<file path="src/sv/lds_pkg.sv">
// ----------------------------------------------------------------------------
// lds_pkg: shared types and constants of the Lorentz dielectric sum
// Item and result structs, configuration and divider structs, the state
// enum of the sequencer and the fixed-point constants.
// ----------------------------------------------------------------------------
`default_nettype none

package lds_pkg;

  localparam int MAX_OSC_DEF = 8;

  // round(1239.84193 * 2^32): photon energy numerator for Q16.16 results.
  localparam logic [63:0] ENERGY_NUM = 64'd5325080541560;
  // Largest magnitude one oscillator term may contribute.
  localparam logic [40:0] TERM_LIMIT = 41'h100_0000_0000;
  localparam int ACC_W = 48;

  // Register indexes, taken from paddr[2].
  localparam logic REG_EPS_INF = 1'b0;
  localparam logic REG_ACTIVE  = 1'b1;

  typedef enum logic {
    OP_LOAD = 1'b0,
    OP_EVAL = 1'b1
  } lds_op_e;

  typedef struct packed {
    logic              func;
    logic [2:0]        osc_index;
    logic signed [31:0] osc_damping;
    logic signed [31:0] osc_center;
    logic signed [31:0] osc_strength;
    logic [31:0]       wavelength;
  } lds_in_t;

  typedef struct packed {
    logic signed [31:0] eps_real;
    logic signed [31:0] eps_imag;
    logic              saturated;
  } lds_out_t;

  typedef struct packed {
    lds_op_e op;
    lds_in_t item;
  } lds_entry_t;

  typedef struct packed {
    logic signed [31:0] eps_infinity;
    logic [3:0]        active_oscillators;
  } lds_cfg_t;

  typedef struct packed {
    logic        start;
    logic [63:0] na;
    logic [63:0] nb;
    logic [63:0] dv;
    logic [6:0]  steps;
  } lds_div_req_t;

  typedef struct packed {
    logic        busy;
    logic        done;
    logic [40:0] qa;
    logic [40:0] qb;
    logic        ovfa;
    logic        ovfb;
  } lds_div_rsp_t;

  typedef enum logic [4:0] {
    ST_IDLE,
    ST_EDIV,
    ST_EWAIT,
    ST_WSQ,
    ST_WSQ2,
    ST_NEXT,
    ST_C2,
    ST_S2,
    ST_BM,
    ST_CHK,
    ST_TST,
    ST_NORM,
    ST_D1,
    ST_D2,
    ST_D3,
    ST_N1,
    ST_N2,
    ST_DWAIT,
    ST_FIN
  } lds_state_e;

endpackage

`default_nettype wire

</file>
<file path="src/sv/lds_div.sv">
// ----------------------------------------------------------------------------
// lds_div: two-lane restoring divider
// Divides two dividends by one divisor, one quotient bit a cycle, and
// flags quotients that pass the term limit.
// ----------------------------------------------------------------------------
`default_nettype none

module lds_div (
  input  wire logic                  clk_i,
  input  wire logic                  rst_ni,
  input  wire lds_pkg::lds_div_req_t req_i,
  output lds_pkg::lds_div_rsp_t      rsp_o
);
  import lds_pkg::*;

  logic        busy_q, done_q;
  logic [6:0]  cnt_q;
  logic [63:0] na_q, nb_q, dv_q, ra_q, rb_q;
  logic [41:0] qa_q, qb_q;
  logic        ovfa_q, ovfb_q;
  logic [63:0] ra_sh, rb_sh;
  logic        gea, geb;
  logic [41:0] qa_n, qb_n;

  assign ra_sh = {ra_q[62:0], na_q[63]};
  assign rb_sh = {rb_q[62:0], nb_q[63]};
  assign gea   = (ra_sh >= dv_q);
  assign geb   = (rb_sh >= dv_q);
  assign qa_n  = {qa_q[40:0], gea};
  assign qb_n  = {qb_q[40:0], geb};

  assign rsp_o.busy = busy_q;
  assign rsp_o.done = done_q;
  assign rsp_o.ovfa = ovfa_q;
  assign rsp_o.ovfb = ovfb_q;
  assign rsp_o.qa   = ovfa_q ? TERM_LIMIT : qa_q[40:0];
  assign rsp_o.qb   = ovfb_q ? TERM_LIMIT : qb_q[40:0];

  always_ff @(posedge clk_i or negedge rst_ni) begin
    if (!rst_ni) begin
      busy_q <= 1'b0;
      done_q <= 1'b0;
      cnt_q  <= 7'd0;
    end else begin
      done_q <= 1'b0;
      if (req_i.start && !busy_q) begin
        busy_q <= 1'b1;
        cnt_q  <= req_i.steps;
      end else if (busy_q) begin
        cnt_q <= cnt_q - 7'd1;
        if (cnt_q == 7'd1) begin
          busy_q <= 1'b0;
          done_q <= 1'b1;
        end
      end
    end
  end

  always_ff @(posedge clk_i) begin
    if (req_i.start && !busy_q) begin
      na_q   <= req_i.na;
      nb_q   <= req_i.nb;
      dv_q   <= req_i.dv;
      ra_q   <= '0;
      rb_q   <= '0;
      qa_q   <= '0;
      qb_q   <= '0;
      ovfa_q <= 1'b0;
      ovfb_q <= 1'b0;
    end else if (busy_q) begin
      na_q   <= {na_q[62:0], 1'b0};
      nb_q   <= {nb_q[62:0], 1'b0};
      ra_q   <= gea ? ra_sh - dv_q : ra_sh;
      rb_q   <= geb ? rb_sh - dv_q : rb_sh;
      qa_q   <= qa_n;
      qb_q   <= qb_n;
      ovfa_q <= ovfa_q || (qa_n > 42'(TERM_LIMIT));
      ovfb_q <= ovfb_q || (qb_n > 42'(TERM_LIMIT));
    end
  end

endmodule

`default_nettype wire

</file>
<file path="config.mk">
export PLATFORM = sky130hd
export DESIGN_NAME = lds_div
export DESIGN_NICKNAME = d
export VERILOG_FILES = /design/src/sv/lds_pkg.sv /design/src/sv/lds_div.sv
export SDC_FILE = /design/constraint.sdc
export NUM_CORES = 1
export LEC_CHECK = 0
export BUFFER_PORTS_ARGS = -buffer_cell sky130_fd_sc_hd__buf_2
export CAP_MARGIN = 20
export CORE_UTILIZATION = 59
export CTS_CLUSTER_DIAMETER = 100
export DETAILED_ROUTE_END_ITERATION = 8
export GPL_TIMING_DRIVEN = 0
export PLACE_DENSITY = 0.81
export SYNTH_ARGS = -nofsm -noshare
export SYNTH_HDL_FRONTEND = slang
export SYNTH_SLANG_ARGS = --single-unit
</file>
<file path="constraint.sdc">
create_clock -name clk_i -period 5.8 [get_ports clk_i]
set_clock_uncertainty 0.2 [all_clocks]
set_input_delay 1.16 -clock clk_i [delete_from_list [all_inputs] [get_ports clk_i]]
set_output_delay 1.16 -clock clk_i [all_outputs]
set_load 0.05 [all_outputs]
</file>
==> impl_metrics.py <==
metrics = {
    "clock_network": {
        "cts_tree": "done",
        "insertion_delay_ps": 600,
        "cts_buffers": 45,
        "clk_pin_slew_ps": 70,
        "cts_setup_buffers": 0,
        "htreeDepth": 2,
        "cts_hold_buffers": 0,
        "cts-root-buf": "clkbuf_16",
        "cts_buffer_depth": 3,
        "cts.sinks": 411,
        "ctsResizeCount": 0,
    },
    "floorplan": {
        "die_h_um": 203.2,
        "boundaryPins": 288,
        "die-area_um2": 41310,
        "rows": 73,
        "core_area_um2": 39820,
        "die_w_um": 203.2,
        "initial_core_util_pct": 60.00,
    },
    "timing": {
        "finalSetupViolCount": 0,
        "period_needed_ps": 4737,
        "tightest_slew_ps": 1085,
        "rsz0062_at_grt": "no",
        "fin_crit_sh_pct": 81.68,
        "fmax_ghz": 0.2111,
        "final_hold_viol_count": 0,
        "maxSlewViolCount": 0,
        "setup_tns_ps": 0,
        "max_slew_margin_pct": 27.67,
    },
    "setup_path": {
        "cp.arrival_ps": 5050,
        "max_stage_delay_ps": 560,
        "rrSetupSlack_ps": 1060,
        "endpoint_kind": "flip-flop",
        "r2r_end": "rb_q[62]",
        "worstRegToRegCells": 15,
        "crit_chain": "inv_1, ha_1, fa_1, nand2b_1, a211oi_2, nor3b_1, o311a_1, o211ai_2, a21o_1, a2111oi_2, o31ai_4, buf_4, buf_2, o21ai_0, a2bb2oi_1",
        "worst_ep_required_time_ps": 6110,
        "critPathSlowestCell": "o31ai_4",
        "worstSetupStartpoint": "nb_q[63]",
        "reg2reg_from": "nb_q[63]",
        "start_kind": "flip-flop",
        "cp_max_fo": 10,
        "worstSetupPathType": "reg -> reg",
    },
    "route": {
        "postRouteAntennaNets": 0,
        "firstDrtPassIters": 5,
        "totalWireLength_um": 71120,
        "routed_via_density": 6.095,
        "drc_errors": 0,
        "drt-initial-drc-count": 1876,
        "wl_per_cell_um": 20.48,
        "vias": 21170,
    },
    "logic_synthesis": {
        "synthDistinctLibCells": 90,
        "async_flop_share_pct": 2.190,
        "synth_top_area_share_pct": 24.13,
        "synth_warnings": 0,
        "synthesis.nets": 2890,
        "synth_edf_count": 192,
        "ys.flop_type": "dfxtp_1",
        "syn_inst": 2556,
        "syn_avg_cell_area_um2": 9.348,
        "seq_area_frac_synth_pct": 42.67,
        "syn_area_um2": 23890,
        "yosysTopAreaCell": "edfxtp_1",
        "synth.ff_latch_count": 411,
        "synthTopCellsByArea": "edfxtp_1 24%, dfxtp_1 18%, ha_1 6.8%",
    },
    "cells_and_area": {
        "final_common_cell": "nand2_1",
        "drive_above_1_share_pct": 18.88,
        "fin_cells": 3473,
        "layout_common_cells": "336 x nand2_1, 299 x buf_2, 258 x o21ai_0",
        "syn_to_final_growth_pct": 16.12,
        "nNetsFinal": 3226,
    },
    "place": {
        "dp_cells": 3370,
        "port_buffers": 287,
        "dp_hpwl_um": 52230,
        "place.gp.congestion": 0.9763,
    },
    "grt": {
        "overflow": 0,
        "antenna_found_initial": 23,
        "grt_pass1_vias": 20650,
        "grt_pass1_wl_um": 109500,
        "grt_usage_pct": 33.75,
        "grt_max_degree": 104,
    },
    "power": {
        "powerDensity_nw_per_um2": 567.8,
        "p_leak_nw": 11.92,
        "irDropWorstVdd_uv": 323.4,
    },
    "outcome": {
        "status": "complete, no violations",
    },
    "job": {
        "max-cap-violations": 0,
    },
    "worst_hold_path": {
        "hp-class": "in -> async",
    },
}
==> through the flow <==
step           hold WS [ps]  setup WS, ps  cell area (µm²)  power (W)  util [%]
2_1_floorplan         244.1         805.1            23890    0.01055         -
3_3_place_gp          261.7         -1071            25990    0.01208     65.26
3_5_place_dp          273.5          1238            26040    0.01237     65.39
4_1_cts               209.8          1201            27700    0.01560     69.55
5_1_grt               226.9         970.9            27740    0.01673     69.65
6_report              217.2          1063            27750    0.01575     69.67
==> kinds of logic after synthesis <==
logic type	share of synthesized area, %
mux	7.687
buf+inv	4.399
xor+xnor	4.325
flops	42.67
simple gates	14.11
fa+ha+maj	6.975
compound gates	19.84
==> how the worst max path moves through the flow <==
stage                          end  slack [ps]
after floorplan           ra_q[58]         810
after global placement    ra_q[58]       -1070
after detailed placement  rb_q[47]        1240
after CTS                 rb_q[27]        1200
after global routing      ra_q[56]         970
final                     rb_q[62]        1060
==> cell usage after synthesis (9+ instances only) <==
| cell | count |
|---|---|
| nand2_1 | 336 |
| o21ai_0 | 258 |
| dfxtp_1 | 210 |
| edfxtp_1 | 192 |
| a21oi_1 | 190 |
| mux2_2 | 131 |
| ha_1 | 130 |
| clkbuf_1 | 118 |
| inv_1 | 113 |
| nor2b_1 | 98 |
| nor2_1 | 95 |
| xnor2_1 | 64 |
| a21o_1 | 57 |
| xor2_1 | 54 |
| a22o_1 | 46 |
| nand4_1 | 42 |
| mux2i_1 | 35 |
| o21bai_1 | 32 |
| a22oi_1 | 31 |
| nand3_1 | 28 |
| nor4_1 | 27 |
| nor3_1 | 25 |
| a31oi_1 | 20 |
| and3_1 | 15 |
| nand2b_1 | 13 |
| buf_2 | 11 |
| o21a_1 | 10 |
| a211oi_1 | 9 |
| dfrtp_1 | 9 |
| o21ai_1 | 9 |
==> power by group <==
group	leakage, nW	total, W	switching [W]	internal [W]
registers	3.91	0.00518	0.000835	0.00434
logic	7.20	0.00741	0.00429	0.00312
clock network	0.806	0.00317	0.00128	0.00188
==> per-layer routing <==
metal | up-vias | GRT usage (%) | routed length (µm)
met5 | - | 0 | 64
met4 | 10 | 15.44 | 2711
met3 | 193 | 7.926 | 7073
met2 | 1019 | 54.22 | 32410
met1 | 10010 | 43.13 | 28860
li1 | 9936 | - | -
==> worst max-delay path: cells and delay by family, from the launching register on <==
kind                     cells  cell delay, ps
AO/OA/AOI/OAI                8            2280
flip-flops                   1             400
AND/OR/NAND/NOR              2             330
adder cells (fa/ha/maj)      2             630
buffers and inverters        3             790
==> state kept, by name, indices dropped and copies added, names as in the netlist <==
signal,cells
ovfb_q,1
na_q,64
dv_q,64
nb_q,64
qb_q,41
rb_q,63
done_q,1
ovfa_q,1
ra_q,63
busy_q,1
qa_q,41
cnt_q,7
==> cell type report <==
class	count	area (µm²)
clock inverter	23	304.0
clock buffer	61	1353
sequential	411	10190
multi-input combinational	1885	12650
antenna	19	47.55
inverter	114	432.9
fill	3108	12080
tap	525	656.9
timing repair buffer	289	1484
buffer	146	624.3
Power figures use the tool's default switching activity.
