==> config.mk <==
export PLATFORM = sky130hd
export DESIGN_NAME = lds_front
export DESIGN_NICKNAME = d
export VERILOG_FILES = /design/src/sv/lds_pkg.sv /design/src/sv/lds_front.sv
export SDC_FILE = /design/constraint.sdc
export NUM_CORES = 1
export LEC_CHECK = 0
export BUFFER_PORTS_ARGS = -buffer_cell sky130_fd_sc_hd__buf_2
export CORE_UTILIZATION = 50
export CTS_CLUSTER_SIZE = 25
export DETAILED_ROUTE_END_ITERATION = 6
export PLACE_DENSITY = 0.79
export SETUP_SLACK_MARGIN = 0.2
export SYNTH_ARGS = -nofsm -noshare
export SYNTH_HDL_FRONTEND = slang
export SYNTH_SLANG_ARGS = --single-unit
==> constraint.sdc <==
create_clock -name clk_i -period 8.8 [get_ports clk_i]
set_clock_uncertainty 0.1 [all_clocks]
set_input_delay 1.76 -clock clk_i [delete_from_list [all_inputs] [get_ports clk_i]]
set_output_delay 1.76 -clock clk_i [all_outputs]
set_load 0.03 [all_outputs]
==> src/sv/lds_pkg.sv <==
// ----------------------------------------------------------------------------
// lds_pkg: shared types and constants of the Lorentz dielectric sum
// Item and result structs, configuration and divider structs, the state
// enum of the sequencer and the fixed-point constants.
// ----------------------------------------------------------------------------
`default_nettype none

package lds_pkg;

  localparam int MAX_OSC_DEF = 8;

  // round(1239.84193 * 2^32): photon energy numerator for Q16.16 results.
  localparam logic [63:0] ENERGY_NUM = 64'd5325080541560;
  // Largest magnitude one oscillator term may contribute.
  localparam logic [40:0] TERM_LIMIT = 41'h100_0000_0000;
  localparam int ACC_W = 48;

  // Register indexes, taken from paddr[2].
  localparam logic REG_EPS_INF = 1'b0;
  localparam logic REG_ACTIVE  = 1'b1;

  typedef enum logic {
    OP_LOAD = 1'b0,
    OP_EVAL = 1'b1
  } lds_op_e;

  typedef struct packed {
    logic              func;
    logic [2:0]        osc_index;
    logic signed [31:0] osc_damping;
    logic signed [31:0] osc_center;
    logic signed [31:0] osc_strength;
    logic [31:0]       wavelength;
  } lds_in_t;

  typedef struct packed {
    logic signed [31:0] eps_real;
    logic signed [31:0] eps_imag;
    logic              saturated;
  } lds_out_t;

  typedef struct packed {
    lds_op_e op;
    lds_in_t item;
  } lds_entry_t;

  typedef struct packed {
    logic signed [31:0] eps_infinity;
    logic [3:0]        active_oscillators;
  } lds_cfg_t;

  typedef struct packed {
    logic        start;
    logic [63:0] na;
    logic [63:0] nb;
    logic [63:0] dv;
    logic [6:0]  steps;
  } lds_div_req_t;

  typedef struct packed {
    logic        busy;
    logic        done;
    logic [40:0] qa;
    logic [40:0] qb;
    logic        ovfa;
    logic        ovfb;
  } lds_div_rsp_t;

  typedef enum logic [4:0] {
    ST_IDLE,
    ST_EDIV,
    ST_EWAIT,
    ST_WSQ,
    ST_WSQ2,
    ST_NEXT,
    ST_C2,
    ST_S2,
    ST_BM,
    ST_CHK,
    ST_TST,
    ST_NORM,
    ST_D1,
    ST_D2,
    ST_D3,
    ST_N1,
    ST_N2,
    ST_DWAIT,
    ST_FIN
  } lds_state_e;

endpackage

`default_nettype wire

==> src/sv/lds_front.sv <==
// ----------------------------------------------------------------------------
// lds_front: configuration registers and item intake
// Holds the APB registers, classifies accepted items and queues them.
// ----------------------------------------------------------------------------
`default_nettype none

module lds_front #(
  parameter int MaxOsc = lds_pkg::MAX_OSC_DEF
) (
  input  wire logic             clk_i,
  input  wire logic             rst_ni,
  input  wire logic             start,
  output logic                  busy,
  input  wire lds_pkg::lds_in_t item_i,
  input  wire logic             psel,
  input  wire logic             penable,
  input  wire logic             pwrite,
  input  wire logic [2:0]       paddr,
  input  wire logic [31:0]      pwdata,
  output logic [31:0]           prdata,
  output logic                  pready,
  output lds_pkg::lds_cfg_t     cfg_o,
  output logic                  q_valid_o,
  output lds_pkg::lds_entry_t   q_entry_o,
  input  wire logic             q_pop_i
);
  import lds_pkg::*;

  lds_cfg_t   cfg_q, cfg_d;
  lds_entry_t q_mem [2];
  logic       wr_ptr_q, rd_ptr_q;
  logic [1:0] cnt_q, cnt_d;
  logic       push, keep;
  lds_entry_t entry;

  assign pready = 1'b1;
  assign cfg_o  = cfg_q;

  always_comb begin
    cfg_d = cfg_q;
    if (psel && penable && pwrite) begin
      case (paddr[2])
        REG_EPS_INF: cfg_d.eps_infinity = pwdata;
        REG_ACTIVE:  cfg_d.active_oscillators = pwdata[3:0];
        default:     cfg_d = cfg_q;
      endcase
    end
  end

  always_comb begin
    case (paddr[2])
      REG_EPS_INF: prdata = cfg_q.eps_infinity;
      REG_ACTIVE:  prdata = {28'd0, cfg_q.active_oscillators};
      default:     prdata = '0;
    endcase
  end

  // Loads aimed beyond the table are dropped here.
  always_comb begin
    entry.item = item_i;
    entry.op   = item_i.func ? OP_EVAL : OP_LOAD;
    keep       = (entry.op == OP_EVAL) || (32'(item_i.osc_index) < MaxOsc);
  end

  assign busy      = (cnt_q == 2'd2);
  assign push      = start && !busy && keep;
  assign q_valid_o = (cnt_q != 2'd0);
  assign q_entry_o = q_mem[rd_ptr_q];

  always_comb begin
    cnt_d = cnt_q;
    if (push && !q_pop_i) begin
      cnt_d = cnt_q + 2'd1;
    end else if (!push && q_pop_i) begin
      cnt_d = cnt_q - 2'd1;
    end
  end

  always_ff @(posedge clk_i or negedge rst_ni) begin
    if (!rst_ni) begin
      cfg_q    <= '{eps_infinity: 32'sh0001_0000, active_oscillators: 4'd0};
      cnt_q    <= 2'd0;
      wr_ptr_q <= 1'b0;
      rd_ptr_q <= 1'b0;
    end else begin
      cfg_q <= cfg_d;
      cnt_q <= cnt_d;
      if (push) begin
        wr_ptr_q <= !wr_ptr_q;
      end
      if (q_pop_i) begin
        rd_ptr_q <= !rd_ptr_q;
      end
    end
  end

  always_ff @(posedge clk_i) begin
    if (push) begin
      q_mem[wr_ptr_q] <= entry;
    end
  end

endmodule

`default_nettype wire

==> results.cfg, run 1 <==
[synth]
synth_area_um2 = 11400
syn_avg_cell_area_um2 = 21.0
ys_warn_count = 0
yosysSeqAreaShare_pct = 78.0
yosysUniqueCellTypes = 22
synth_top_area_cell = edfxtp_1
syn_inst = 545
synth_area_leaders = edfxtp_1 69%, mux2_2 14%, dfrtp_1 8.5%
synth_fp_nets = 720
synth_top_area_share_pct = 69.3
ys_ff_latch = 304

[route]
post-route-drc-count = 0
drt_wl_total_um = 23900
ant_nets = 0
post_drt_wl_per_cell_um = 19.2
num_vias = 6294
viasPerCell = 5.08
drtIter0Drc = 330
drtPass1Iterations = 4

[worst_setup_path]
cp_data_arrival_time_ns = 3.10
critPathCaptureType = output port
slowest_stage = dfrtp_4
path_delay_family = buffers and inverters
max_stage_delay_ns = 0.98
critPathLaunchType = register
critPathMaxFanout = 76
crit_buf_inv = 2
crit_type = reg -> out
required_ns = 6.94
path_cells = buf_4 -> mux2_2 -> buf_2

[placed_design]
dp_cells = 1179
place_hpwl_um = 16200
gp_congestion = 0.782
portBuffers = 374

[timing]
period_share_pct = 56.3
max_freq_ghz = 0.202
setup_viol = 0
hold_ws_ns = 0.406
slew_viol_final = 0
fin_crit_ns = 4.96
tightest_slew_ns = 0.997
tns_ns = 0
finalHoldViolCount = 0
rsz0062_at_grt = no
slew-limit-headroom_pct = 33.5

[power_and_ir_drop]
p_leak_nw = 5.93
p_clk_share_pct = 23.8
irDropWorstVdd_uv = 158
p_int_mw = 3.29
comb_power_share_pct = 35.4
power_frac_seq_pct = 40.8
powerDensity_nw_per_um2 = 354
switching_share_pct = 36.2
switching_power_mw = 1.87

[hold_path]
hp-class = reg -> reg

[clock_tree]
cts_setup_buffers = 0
clkSlewWorstSetupHoldPaths_ns = 0.06
clk_latency_ns = 0.53
cts_tree = built
clock_sinks = 304
clockBufferDepth = 3
ctsHoldBuffers = 0
cts_resized = 0
cts_buffers = 30
clockRootBuffer = clkbuf_16
htree_levels = 1

[die]
die_y_um = 153
ios = 378
die-area_um2 = 23500
fp.dieW_um = 153
row_count = 54
initial_core_util_pct = 51.6
core_um2 = 22200

[cells_and_area]
drive_gt1_share_pct = 63.1
layout_common_cells = 374 x buf_2, 264 x edfxtp_1, 142 x mux2_2, 38 x dfrtp_1, 32 x clkbuf_16
nNetsFinal = 1106
area_growth_syn_to_layout_pct = 27.1
instances_no_fill = 1240
fillCellCount = 1508
final_common_cell = buf_2

[global_routing]
antenna_found_initial = 3
grt_pass1_vias = 6293
grt_pass1_wl_um = 34800
gr-total-overflow = 0
track_usage_pct = 19.5
grt_max_degree = 107

[run]
max-cap-violations = 0

[run_status]
status = complete, no violations
[final cells by class]
| cell class | count | area, um2 | area share (%) |
|---|---|---|---|
| Antenna cell | 5 | 12.5 | 0.0860 |
| Tap cell | 280 | 350 | 2.41 |
| Multi-Input combinational cell | 215 | 2360 | 16.2 |
| Clock buffer | 40 | 861 | 5.92 |
| Sequential cell | 304 | 8930 | 61.4 |
| Inverter | 3 | 11.3 | 0.0774 |
| Timing Repair Buffer | 377 | 1910 | 13.1 |
| Clock inverter | 16 | 113 | 0.774 |
[path summary, 6_finish.rpt]
kind / from / to / slack, ns / depth (start not counted)
max in group asynchronous: rst_ni / rd_ptr_q / 6.68 / 1
worst min register to register: cnt_q[1] / cnt_q[1] / 0.41 / 1
worst max-delay path: rd_ptr_q / q_entry_o[61] / 3.84 / 3
min in group asynchronous: rst_ni / cfg_o[22] / 1.25 / 1
worst max register to register: cnt_q[0] / q_mem[1][73] / 5.99 / 3
worst min-delay path: cnt_q[1] / cnt_q[1] / 0.41 / 1
[cell families after synthesis]
family,count (synthesis),share of synthesized area (%)
muxes,172,17.9
other,1,0.0328
adders and majority gates,1,0.109
xor gates and xnor gates,5,0.383
and+or+nand+nor,36,2.06
DFF,304,78.0
buffers and inverters,26,1.48
[through the flow]
step                utilization (%)  setup slack, ns  area (um2)  total power [mW]
floorplan                         -            0.743       11400              3.48
global placement               61.2             4.17       13600              3.94
detailed placement             61.2             4.15       13600              3.97
CTS                            65.6             3.81       14500              5.20
global route                   65.6             3.66       14500              5.36
finish                         65.6             3.84       14500              5.15
[sequential cells by signal, summed over array words and instances, names as in the netlist]
register	count
cfg_o	36
cnt_q	2
q_mem	264
rd_ptr_q	1
wr_ptr_q	1
[worst register-to-register path, delay by kind of cell, from the launching register on]
family | cells | cell delay [ns]
simple gates | 2 | 0.94
buf+inv | 1 | 0.94
flops | 1 | 0.41
[power groups by stage]
stage / combinational (mW) / sequential [mW] / clock, mW
after CTS: 1.85 / 2.11 / 1.25
after global placement: 1.83 / 2.11 / 0
after floorplan: 1.32 / 2.17 / 0
after detailed placement: 1.84 / 2.13 / 0
final: 1.83 / 2.10 / 1.22
after global routing: 1.91 / 2.13 / 1.31
[synthesized netlist by cell type]
| cell type | number |
|---|---|
| dfstp_2 | 1 |
| clkbuf_1 | 2 |
| ha_1 | 1 |
| mux2_4 | 30 |
| nand4_1 | 1 |
| buf_4 | 8 |
| nand2_1 | 1 |
| and3_1 | 1 |
| buf_2 | 9 |
| conb_1 | 1 |
| mux2_2 | 142 |
| dfrtp_1 | 39 |
| nand2b_1 | 1 |
| nor2_1 | 2 |
| edfxtp_1 | 264 |
| nand4b_4 | 1 |
| buf_6 | 4 |
| inv_1 | 3 |
| or2_2 | 1 |
| xnor2_1 | 2 |
| xor2_1 | 3 |
| nor2b_1 | 28 |
[per-layer routing]
| layer | vias up | share of wire, % | track usage (%) |
|---|---|---|---|
| met3 | 35 | 8.4 | 5.39 |
| met2 | 292 | 52 | 36.2 |
| met4 | 0 | 1.6 | 4.76 |
| li1 | 2877 | - | - |
| met1 | 3090 | 38 | 22.1 |
| met5 | - | 0 | 0 |
No activity file was read; power rests on OpenSTA's default activity.
==> inputs of run 2 (changes only) <==
--- a/config.mk
+++ b/config.mk
@@ -5,11 +5,12 @@
 export SDC_FILE = /design/constraint.sdc
 export NUM_CORES = 1
 export LEC_CHECK = 0
+export ABC_AREA = 1
 export BUFFER_PORTS_ARGS = -buffer_cell sky130_fd_sc_hd__buf_2
-export CORE_UTILIZATION = 50
+export CORE_UTILIZATION = 46
 export CTS_CLUSTER_SIZE = 25
 export DETAILED_ROUTE_END_ITERATION = 6
-export PLACE_DENSITY = 0.79
+export PLACE_DENSITY = 0.76
 export SETUP_SLACK_MARGIN = 0.2
 export SYNTH_ARGS = -nofsm -noshare
 export SYNTH_HDL_FRONTEND = slang
==> constraint.sdc (replaced) <==
create_clock -name clk_i -period 4.1 [get_ports clk_i]
set_clock_uncertainty 0.1 [all_clocks]
set_input_delay 0.82 -clock clk_i [delete_from_list [all_inputs] [get_ports clk_i]]
set_output_delay 0.82 -clock clk_i [all_outputs]
set_load 0.03 [all_outputs]
==> results.cfg, run 2 <==
[die]
die_y_um = 161
row_count = 57
initial_core_util_pct = 47.5
ios = 378
core_um2 = 24600
die-area_um2 = 26100
fp.dieW_um = 161

[worst_setup_path]
reg2reg_from = cnt_q[0]
critPathLaunchType = register
startpoint = rd_ptr_q
critPathCaptureType = output port
crit_buf_inv = 2
max_stage_delay_ns = 0.64
path_delay_family = buffers and inverters
critPathMaxFanout = 29
cp_data_arrival_time_ns = 2.28
required_ns = 3.18
slowest_stage = dfrtp_4
crit_type = reg -> out
path_cells = buf_4 -> mux2_2 -> buf_2

[power_and_ir_drop]
power.total_mw = 11.1
p_leak_nw = 6.41
irDropWorstVdd_uv = 431
powerDensity_nw_per_um2 = 747

[route]
drt_wl_total_um = 25100
drtPass1Iterations = 5
ant_nets = 0
drtIter0Drc = 471
num_vias = 6796
post_drt_wl_per_cell_um = 17.9
viasPerCell = 4.83
post-route-drc-count = 0

[timing]
tightest_slew_ns = 1.18
rsz0062_at_grt = no
setup_viol = 0
period_share_pct = 78.0
max_freq_ghz = 0.313
tns_ns = 0
slew-limit-headroom_pct = 21.3
finalHoldViolCount = 0
fin_crit_ns = 3.20
slew_viol_final = 0

[cells_and_area]
largest_register_ffs = 264
layout_common_cells = 374 x buf_2, 264 x edfxtp_1, 130 x nand2_1, 70 x mux2_4, 62 x mux2_2
finish.utilization_pct = 60.4
area_growth_syn_to_layout_pct = 27.0
multi_input_area_um2 = 2430
instances_no_fill = 1407
drive_gt1_share_pct = 51.4
final_common_cell = buf_2
nNetsFinal = 1235
top_register = q_mem
seq_area_um2 = 8930
fillCellCount = 1840

[run_status]
status = complete, no violations

[clock_tree]
cts_setup_buffers = 0
clock_sinks = 304
cts_resized = 0
cts_tree = built
clk_latency_ns = 0.53
clockRootBuffer = clkbuf_16
htree_levels = 1
clockBufferDepth = 3
clkSlewWorstSetupHoldPaths_ns = 0.06
cts_buffers = 30
ctsHoldBuffers = 0

[global_routing]
antenna_found_initial = 5
grt_pass1_wl_um = 37600
track_usage_pct = 18.8
gr-total-overflow = 0
grt_pass1_vias = 6897
grt_max_degree = 55

[hold_path]
hp-class = in -> async

[synth]
ys.flop_type = edfxtp_1
ys_warn_count = 0
yosysSeqAreaShare_pct = 76.4
synth_most_common_cell = edfxtp_1
yosysUniqueCellTypes = 20
syn_avg_cell_area_um2 = 17.4
syn_inst = 672
synth_area_um2 = 11700
synth_top_area_cell = edfxtp_1
ys_ff_latch = 304
synth_top_area_share_pct = 67.8
synth_edf_count = 264
synth_fp_nets = 847
synth_area_leaders = edfxtp_1 68%, mux2_4 9.0%, dfrtp_1 8.3%
netlist_top_cells_count = 264 x edfxtp_1, 130 x nand2_1, 70 x mux2_4
async_reset_ff_share_pct = 13.2

[placed_design]
gp_congestion = 0.820
portBuffers = 374
place_hpwl_um = 17800
dp_cells = 1352

[run]
max-cap-violations = 0
run 2: layer usage:
metal | share of wire, % | vias to the layer above | wire (um) | GRT usage [%]
met1 | 37 | 3287 | 9280 | 21.5
met2 | 53 | 292 | 13400 | 34.9
li1 | - | 3170 | - | -
met5 | 0.15 | - | 38 | 0
met4 | 1.9 | 6 | 476 | 5.40
met3 | 7.7 | 41 | 1940 | 4.44
run 2: stage by stage:
stage	setup slack [ns]	cell area, um2	hold slack, ns
2_1_floorplan	0.540	11700	0.342
3_3_place_gp	1.33	14000	0.357
3_5_place_dp	1.29	14000	0.359
4_1_cts	0.862	14800	0.318
5_1_grt	0.806	14800	0.347
6_report	0.901	14800	0.304
run 2: layout make-up:
class	count	share of cell area [%]
diodes	2	0.0337
clock buffers	37	5.38
clock inverters	16	0.640
inverters	38	0.986
multi-input cells	303	16.3
flip-flops and latches	304	60.2
well taps	324	2.73
repair buffers	383	13.7
run 2: power breakdown:
part           total [mW]  internal, mW  switching [mW]
logic                4.20          1.50            2.70
clock network        2.49          1.43            1.06
registers            4.40          4.16           0.249
run 2: path summary, 6_finish.rpt:
path,to,slack [ns],depth (start not counted)
max,q_entry_o[17],0.90,3
min,cfg_o[18],0.30,1
max reg2reg,q_mem[0][12],2.10,5
min reg2reg,cnt_q[1],0.37,2
max in group asynchronous,rd_ptr_q,2.91,1
min in group clk_i,q_mem[0][7],0.37,1
run 2: cells by family after synthesis:
kind of cell | count (synthesis) | share of synthesized area [%]
buffers and inverters | 65 | 2.94
flip-flops | 304 | 76.4
XOR/XNOR | 2 | 0.150
adder cells (fa/ha/maj) | 1 | 0.107
AO/OA/AOI/OAI | 1 | 0.0428
multiplexers | 132 | 15.0
AND/OR/NAND/NOR | 166 | 5.39
other | 1 | 0.0321
==> inputs of run 3 (changes only) <==
==> constraint.sdc (replaced) <==
create_clock -name clk_i -period 2.9 [get_ports clk_i]
set_clock_uncertainty 0.1 [all_clocks]
set_input_delay 0.58 -clock clk_i [delete_from_list [all_inputs] [get_ports clk_i]]
set_output_delay 0.58 -clock clk_i [all_outputs]
set_load 0.03 [all_outputs]
==> results.cfg, run 3 (synthesis gave the netlist of run 2 again) <==
[die]
fp.dieW_um = 161
die-area_um2 = 26100
ios = 378
core_um2 = 24600
die_y_um = 161
row_count = 57
initial_core_util_pct = 47.5

[worst_setup_path]
critPathMaxFanout = 35
cp_data_arrival_time_ns = 1.96
rr_worst_depth = 6
required_ns = 2.22
critPathCaptureType = output port
reg2reg_from = cnt_q[1]
startpoint = rd_ptr_q
worstReg2RegEnd = q_mem[0][35]
rrSetupSlack_ns = 0.92
crit_type = reg -> out
critPathCapture = q_entry_o[35]
critPathLaunchType = register

[clock_tree]
htree_levels = 1
clock_sinks = 304
clkSlewWorstSetupHoldPaths_ns = 0.06
cts_tree = built
clk_latency_ns = 0.55
cts_buffers = 31
clockRootBuffer = clkbuf_16
clockBufferDepth = 3

[power_and_ir_drop]
irDropWorstVdd_uv = 604
p_leak_nw = 6.51
powerDensity_nw_per_um2 = 1070
power.total_mw = 16.1

[cells_and_area]
largest_register_ffs = 264
nNetsFinal = 1241
drive_gt1_share_pct = 52.8
top_register = q_mem
area_growth_syn_to_layout_pct = 28.6
final_area_um2 = 15000
final_common_cell = buf_2
layout_common_cells = 374 x buf_2, 264 x edfxtp_1, 129 x nand2_1, 70 x mux2_4, 62 x mux2_2

[timing]
tightest_slew_ns = 0.741
setup_viol = 0
finalHoldViolCount = 0
max_freq_ghz = 0.379
slew-limit-headroom_pct = 50.6
slew_viol_final = 0
period_share_pct = 91.1
fin_crit_ns = 2.64
rsz0062_at_grt = yes

[route]
drt_wl_total_um = 25800
viasPerCell = 4.81
post-route-drc-count = 0
num_vias = 6827
ant_nets = 0
post_drt_wl_per_cell_um = 18.2
drtPass1Iterations = 5
drtIter0Drc = 348

[placed_design]
gp_congestion = 0.815
place_hpwl_um = 18100
portBuffers = 374
dpl-instance-area_um2 = 14000

[global_routing]
grt_pass1_wl_um = 38600
track_usage_pct = 19.3
antenna_found_initial = 7
gr-total-overflow = 0
grt_pass1_vias = 6963
grt_max_degree = 109

[run_status]
status = complete, no violations

[run]
max-cap-violations = 0

[hold_path]
hp-class = in -> reg
==> run 3: changes by cell type in the layout (fill, tap and decap cells not counted), sizes merged <==
cell,delta
clkinvlp,+1
dlygate4sd3,+1
diode,+1
clkbuf,+1
buf,+3
clkinv,+1
bufinv,+2
inv,+1
==> run 3: layout make-up <==
cell class | count | area, um2
diodes | 3 | 7.51
well taps | 324 | 405
clock buffers | 37 | 808
fillers | 1864 | 9570
clock inverters | 21 | 193
inverters | 38 | 146
flip-flops and latches | 304 | 8930
repair buffers | 388 | 2100
multi-input cells | 303 | 2440
==> run 3: worst min path at each step <==
stage / end / slack, ns / depth (start not counted) / from
5_1_grt: q_mem[1][66] / 0.09 / 1 / item_i[66]
3_5_place_dp: cfg_o[20] / 0.37 / 2 / cfg_o[20]
6_report: q_mem[1][114] / 0.12 / 1 / item_i[114]
4_1_cts: q_mem[1][114] / 0.08 / 1 / item_i[114]
3_3_place_gp: cnt_q[1] / 0.36 / 2 / cnt_q[1]
2_1_floorplan: cfg_o[0] / 0.18 / 0 / rst_ni
==> run 3: worst max-delay path, stage by stage, from the launching register on <==
cell,delay [ns]
dfrtp_4,0.57
buf_12,0.25
mux2_2,0.37
buf_2,0.18
==> run 3: repair_timing <==
| action | CTS | global route |
|---|---|---|
| endpoints found under the hold margin | 16 | 0 |
| setup buffers | 0 | 0 |
| gates resized for setup | 1 | 0 |
| endpoints found under the setup margin | 4 | 7 |
| cloned | 0 | 1 |
| hold buffers | 1 | 0 |
==> run 3: layer usage <==
| metal | vias to the layer above | track usage (%) | share of wire (%) |
|---|---|---|---|
| li1 | 3197 | - | - |
| met1 | 3256 | 21.7 | 37 |
| met2 | 318 | 35.6 | 52 |
| met3 | 52 | 5.03 | 8.7 |
| met4 | 4 | 5.87 | 2.6 |
| met5 | - | 0 | 0.10 |
==> run 3: where the power goes <==
group          switching (mW)  internal, mW  total [mW]  leakage (nW)
combinational            3.89          2.17        6.06          3.05
sequential              0.339          5.88        6.22          2.95
clock                    1.60          2.26        3.86         0.498
total                    5.83          10.3        16.1          6.51
==> run 3: through the flow <==
step / worst slack [ns] / hold slack, ns / TNS, ns / instances / util [%]
6_report: 0.259 / 0.118 / 0 / 1418 / 61.1
4_1_cts: 0.201 / 0.0825 / 0 / 1414 / 61.0
2_1_floorplan: -0.337 / 0.184 / -88.01 / 672 / -
3_5_place_dp: 0.627 / 0.371 / 0 / 1355 / 56.8
3_3_place_gp: 0.658 / 0.357 / 0 / 1355 / 56.8
5_1_grt: 0.184 / 0.0902 / 0 / 1416 / 61.1
